===== config.mk =====
export PLATFORM = sky130hd
export DESIGN_NAME = mse_front_flat
export DESIGN_NICKNAME = d
export VERILOG_FILES = /design/src/sv/mse_pkg.sv /design/src/sv/mse_if.sv /design/src/sv/mse_decode.sv /design/src/sv/mse_front.sv /design/src/flat_wrapper.sv
export SDC_FILE = /design/constraint.sdc
export NUM_CORES = 1
export LEC_CHECK = 0
export BUFFER_PORTS_ARGS = -buffer_cell sky130_fd_sc_hd__buf_2
export CORE_MARGIN = 2
export CORE_UTILIZATION = 35
export DETAILED_ROUTE_END_ITERATION = 16
export PLACE_DENSITY = 0.62
export SYNTH_ARGS = -nofsm -noshare
export SYNTH_HDL_FRONTEND = slang
export SYNTH_HIERARCHICAL = 1
export SYNTH_SLANG_ARGS = --single-unit

===== constraint.sdc =====
create_clock -name clock -period 5.2 [get_ports clock]
set_clock_uncertainty 0.05 [all_clocks]
set_input_delay 0.78 -clock clock [delete_from_list [all_inputs] [get_ports clock]]
set_output_delay 0.78 -clock clock [all_outputs]
set_load 0.05 [all_outputs]

===== src/sv/mse_pkg.sv =====
package mse_pkg;
   localparam logic [5:0] OP_RTYPE = 6'h00;
   localparam logic [5:0] OP_J     = 6'h02;
   localparam logic [5:0] OP_BEQ   = 6'h04;
   localparam logic [5:0] OP_BNE   = 6'h05;
   localparam logic [5:0] OP_ADDI  = 6'h08;
   localparam logic [5:0] OP_SLTI  = 6'h0A;
   localparam logic [5:0] OP_ANDI  = 6'h0C;
   localparam logic [5:0] OP_ORI   = 6'h0D;
   localparam logic [5:0] OP_LUI   = 6'h0F;
   localparam logic [5:0] OP_LW    = 6'h23;
   localparam logic [5:0] OP_SW    = 6'h2B;
   localparam logic [5:0] FN_ADD   = 6'h20;
   localparam logic [5:0] FN_SUB   = 6'h22;
   localparam logic [5:0] FN_AND   = 6'h24;
   localparam logic [5:0] FN_OR    = 6'h25;
   localparam logic [5:0] FN_SLT   = 6'h2A;
   localparam logic [31:0] DMEM_BASE = 32'h1000_0000;

   localparam logic [3:0] K_NOP  = 4'd0;
   localparam logic [3:0] K_ADD  = 4'd1;
   localparam logic [3:0] K_SUB  = 4'd2;
   localparam logic [3:0] K_AND  = 4'd3;
   localparam logic [3:0] K_OR   = 4'd4;
   localparam logic [3:0] K_SLT  = 4'd5;
   localparam logic [3:0] K_LUI  = 4'd6;
   localparam logic [3:0] K_LW   = 4'd7;
   localparam logic [3:0] K_SW   = 4'd8;
   localparam logic [3:0] K_BEQ  = 4'd9;
   localparam logic [3:0] K_BNE  = 4'd10;
   localparam logic [3:0] K_J    = 4'd11;

   typedef struct packed {
      logic [3:0]  kind;
      logic        use_imm;
      logic [31:0] imm;
      logic [4:0]  rs;
      logic [4:0]  rt;
      logic [4:0]  dest;
      logic [25:0] target;
      logic        unknown;
   } uop_type;

   typedef struct packed {
      logic [31:0] next_pc;
      logic        reg_written;
      logic [4:0]  dest_reg;
      logic [31:0] dest_value;
      logic        mem_stored;
      logic [31:0] store_addr;
      logic [31:0] store_value;
      logic        addr_fault;
      logic        unknown_op;
   } rsp_type;
endpackage


===== src/sv/mse_if.sv =====
interface mse_req_if;
   logic        valid;
   logic        ready;
   logic [31:0] instruction;
   modport source (output valid, output instruction, input ready);
   modport sink (input valid, input instruction, output ready);
endinterface



===== src/sv/mse_decode.sv =====
module mse_decode
   import mse_pkg::*;
(
   input  logic [31:0] instruction,
   output uop_type     uop
);
   logic [5:0]  op;
   logic [5:0]  fn;
   logic [31:0] sx;
   always_comb begin
      op = instruction[31:26];
      fn = instruction[5:0];
      sx = {{16{instruction[15]}}, instruction[15:0]};
      uop = '0;
      uop.rs = instruction[25:21];
      uop.rt = instruction[20:16];
      uop.target = instruction[25:0];
      uop.imm = sx;
      uop.dest = instruction[20:16];
      uop.kind = K_NOP;
      if (instruction == 32'd0) begin
         uop.kind = K_NOP;
      end else if (op == OP_RTYPE) begin
         uop.dest = instruction[15:11];
         unique case (fn)
            FN_ADD:  uop.kind = K_ADD;
            FN_SUB:  uop.kind = K_SUB;
            FN_AND:  uop.kind = K_AND;
            FN_OR:   uop.kind = K_OR;
            FN_SLT:  uop.kind = K_SLT;
            default: uop.unknown = 1'b1;
         endcase
      end else begin
         uop.use_imm = 1'b1;
         unique case (op)
            OP_ADDI: uop.kind = K_ADD;
            OP_SLTI: uop.kind = K_SLT;
            OP_ANDI: begin
               uop.kind = K_AND;
               uop.imm = {16'd0, instruction[15:0]};
            end
            OP_ORI: begin
               uop.kind = K_OR;
               uop.imm = {16'd0, instruction[15:0]};
            end
            OP_LUI: begin
               uop.kind = K_LUI;
               uop.imm = {instruction[15:0], 16'd0};
            end
            OP_LW:   uop.kind = K_LW;
            OP_SW:   uop.kind = K_SW;
            OP_BEQ:  uop.kind = K_BEQ;
            OP_BNE:  uop.kind = K_BNE;
            OP_J:    uop.kind = K_J;
            default: uop.unknown = 1'b1;
         endcase
      end
   end
endmodule


===== src/sv/mse_front.sv =====
module mse_front
   import mse_pkg::*;
(
   input  logic  clock,
   input  logic  reset,
   mse_req_if.sink req,
   output logic    q_valid,
   output uop_type q_uop,
   input  logic    q_pop
);
   // two-entry queue of decoded requests
   uop_type dec;
   uop_type slot_ff [2];
   logic    rd_ff, rd_in, wr_ff, wr_in;
   logic [1:0] cnt_ff, cnt_in;
   logic push;

   mse_decode u_dec (.instruction(req.instruction), .uop(dec));

   assign req.ready = (cnt_ff != 2'd2);
   assign push = req.valid && req.ready;
   assign q_valid = (cnt_ff != 2'd0);
   assign q_uop = slot_ff[rd_ff];

   always_comb begin
      rd_in = rd_ff ^ q_pop;
      wr_in = wr_ff ^ push;
      cnt_in = cnt_ff + {1'b0, push} - {1'b0, q_pop};
   end

   always_ff @(posedge clock) begin
      if (reset) begin
         rd_ff <= 1'b0;
         wr_ff <= 1'b0;
         cnt_ff <= 2'd0;
      end else begin
         rd_ff <= rd_in;
         wr_ff <= wr_in;
         cnt_ff <= cnt_in;
      end
      if (push) slot_ff[wr_ff] <= dec;
   end

   a_cnt: assert property (@(posedge clock) disable iff (reset) cnt_ff <= 2'd2)
      else $error("queue overflow");
   a_pop: assert property (@(posedge clock) disable iff (reset) q_pop |-> q_valid)
      else $error("pop from empty queue");
   a_ptr: assert property (@(posedge clock) disable iff (reset)
      (cnt_ff == 2'd0 || cnt_ff == 2'd2) |-> rd_ff == wr_ff)
      else $error("pointer mismatch");
endmodule


===== src/flat_wrapper.sv =====
// flat-port wrapper written by rule: the top's interface ports become plain ports
module mse_front_flat import mse_pkg::*;
  (clock, reset, q_valid, q_uop, q_pop, req_valid, req_instruction, req_ready);
  mse_req_if req_i ();
  input  logic clock;
  input  logic reset;
  output logic q_valid;
  output uop_type q_uop;
  input  logic q_pop;
  input wire logic [$bits(req_i.valid)-1:0] req_valid;
  input wire logic [$bits(req_i.instruction)-1:0] req_instruction;
  output wire logic [$bits(req_i.ready)-1:0] req_ready;
  assign req_i.valid = req_valid;
  assign req_i.instruction = req_instruction;
  assign req_ready = req_i.ready;
  mse_front u_core (.clock(clock), .reset(reset), .req(req_i), .q_valid(q_valid), .q_uop(q_uop), .q_pop(q_pop));
endmodule

==> impl_results.md <==
- ANT nets after route: 0
- Hold buffer count at CTS: 0
- Routed length on met1: 6.06 mm
- Status: completed
- Routed wire length: roughly 14 mm
- List of most frequent post-synthesis cells: 158 x edfxtp_1, 79 x mux2_2, 44 x buf_4, 18 x nor2_1, 18 x nor2b_1
- Crit path to: q_uop[49]
- Crit path DAT: 2.19 ns
- Leak Pwr: about 2.9 nW
- PortBufs: 116
- Nets: 547
- Fin crit period: 3.02 ns
- Crit Path Max Fanout: 80
- CTS sink cnt: 162
- Area delta synth->final: 16.1%
- Post-Syn Instances: between 400 and 500
- Core Rows: 51
- Ranking of synthesized cells by area: edfxtp_1 68%, mux2_2 13%, buf_4 4.8%
- Max-cap violations: 0
- Die ar.: 21000 µm²
- Share of cells above drive strength 1: 44.7%
- Area share of the largest cell type after synthesis: roughly two thirds
- # H-tree levels: 4
- DR DRC count: 0
- R2R Path Start: u_core/cnt_ff[0]
- #FFs+latches synth: 162
- Dpl hpwl: 8.41 mm
- Yosys warnings: 6
- Top-count cell post-synth: edfxtp_1
- Die span in x: 145 µm
- Crit. Startpoint: u_core/rd_ff
- Initial antenna violation count: 0
- Met3 wire len: 742 µm
- WL met2: 6.73 mm
- GRT Resource Usage Total: 13.1%
- Largest net degree at the start of global routing: between 80 and 90
- Crit. End Element: output pin
- CTS tree: built
- Post-CTS Setup Bufs: 0
- DR iter-0 viols: approximately 190
- CP Class: reg2out
- Worst reg-to-reg path cell count: 4
- Post-CTS sizing: 0
- Flop-to-flop setup slack: between 3 and 4 ns
- Vias in the first global route: 3698
- Setup TNS: 0 ns
- Die extent in y: 145 µm
- Gpl congestion: 0.789
- Reg2reg end: u_core/slot_ff[0][15]
- Tcrit/Tclk final: about three fifths
- First-pass GRT wire length: 20.2 mm
- Initial core utilization: 35.7%
- Seq/Total Area, Yosys: 69.5%
- Pwr Density: 443 nW/µm²
- Area leader, netlist: edfxtp_1
- Min-delay worst type: in2reg
- FFs w/ async S/R, synth: 0%
- Highest achievable clock rate: 332 MHz
- Finished Layout Cells: 786
- DR WL/cell: 17.4 µm
- Final design utilization: 41.4%
- Layout fillers: 1810
- # setup viols final: 0
- GRT Residual Overflow: 0
- CP required: 4.37 ns
- Worst VDD drop: around 0.22 mV
- Placed cells: 755
- Syn nets: approximately 470
- Yosys cell types: between 40 and 50
- Clk_lat worst skew: 0.41 ns
- RSZ-0062 raised after global routing: no
- Synthesized cell area: 6940 µm²
- Core Box Area: around 19000 µm²
- CTS Buffer Depth: 2
- I/O pin total: 117
- DRT Pass-1 Iters: 4
- Slew Viols, Final: 0
- Actual slew at the worst max-slew pin: 1.18 ns
- Worst Setup Start Kind: flip-flop
- Via/cell ratio: around 4.7
- Count of final hold-check violations: 0
- Worst rel slew slack: 21.5%
- Clock Tree Root: clkbuf_16
- EDFF count, synth: 158
- Ant diodes: 0
- Max Used Layer: met4
- Total chip power: 0.00357 W
- Main flop type after synthesis: edfxtp_1
- Syn avg cell area: 16.2 µm²
- Via Count: approximately 3700
- Num CTS Buffers: 17
- Clock slew at reported path FFs: 0.06 ns
-- how the worst min path moves through the flow --
stage / start / end / depth (start not counted)
6_report: reset / u_core/rd_ff / 2
5_1_grt: reset / u_core/wr_ff / 2
4_1_cts: reset / u_core/rd_ff / 2
3_5_place_dp: u_core/cnt_ff[0] / u_core/cnt_ff[0] / 2
2_1_floorplan: u_core/wr_ff / u_core/wr_ff / 3
3_3_place_gp: u_core/cnt_ff[1] / u_core/cnt_ff[1] / 2
-- per-stage QoR --
step	worst slack, ns	instance area, µm²	hold slack (ns)
2_1_floorplan	0.329	6940	0.484
3_3_place_gp	2.56	7480	0.554
3_5_place_dp	2.51	7480	0.595
4_1_cts	2.11	8060	0.510
5_1_grt	2.03	8060	0.518
6_report	2.18	8060	0.529
-- per-layer routing --
layer	GRT usage, %	vias up
li1	-	1730
met1	16.3	1841
met2	21.9	113
met3	4.11	11
met4	3.83	0
met5	0	-
-- state kept, by name, summed over array words and instances (netlist names) --
register	flops
u_core/wr_ff	1
u_core/rd_ff	1
u_core/slot_ff	158
u_core/cnt_ff	2
-- placed cells by master (no fill, tap or decap), types with 2 or more instances in the layout --
cell type,netlist,routed
and3b_1,3,3
nand3_1,4,4
o21ai_0,4,4
xnor2_1,3,3
a21o_1,15,15
clkbuf_16,0,17
nand2b_1,2,2
a31oi_1,2,2
dfxtp_1,4,3
nor2_1,18,17
clkinv_2,0,4
nor2b_1,18,18
clkinvlp_4,0,2
inv_1,5,5
nor2b_4,2,2
buf_2,10,116
o21bai_1,2,2
nand4_1,2,2
nor4_1,6,6
a21oi_1,4,4
bufinv_16,0,3
or2_1,2,2
clkbuf_1,0,3
nor2_4,2,3
nand2_1,16,16
mux2_2,79,79
edfxtp_1,158,158
nor3_1,2,2
-- logic make-up (layout without fill, tap and decap cells) --
| family | count (synthesis) | count (layout) | synth area share, % |
|---|---|---|---|
| buffers and inverters | 62 | 154 | 6.13 |
| XOR/XNOR | 4 | 4 | 0.505 |
| AO/OA/AOI/OAI | 36 | 36 | 3.86 |
| adder cells (fa/ha/maj) | 2 | 2 | 0.360 |
| multiplexers | 80 | 80 | 13.0 |
| AND/OR/NAND/NOR | 83 | 83 | 6.67 |
| flip-flops | 162 | 162 | 69.5 |
-- worst max-delay path: stages, from the launching register on --
cell	delay, ns
dfxtp_4	1.08
mux2_2	0.43
buf_2	0.22
-- where the power goes --
part	internal [W]	switching (W)
registers	0.00159	0.0000500
logic	0.000187	0.000520
clock network	0.000749	0.000477
total	0.00252	0.00105
-- area by class of cell --
cell class	count	area (µm²)	share of cell area, %
sequential	162	4830	59.9
clock inverter	11	138	1.71
timing repair buffer	117	588	7.30
tap	265	332	4.12
inverter	6	22.5	0.280
multi-input combinational	205	1710	21.2
clock buffer	20	437	5.42
Power figures use the tool's default switching activity.
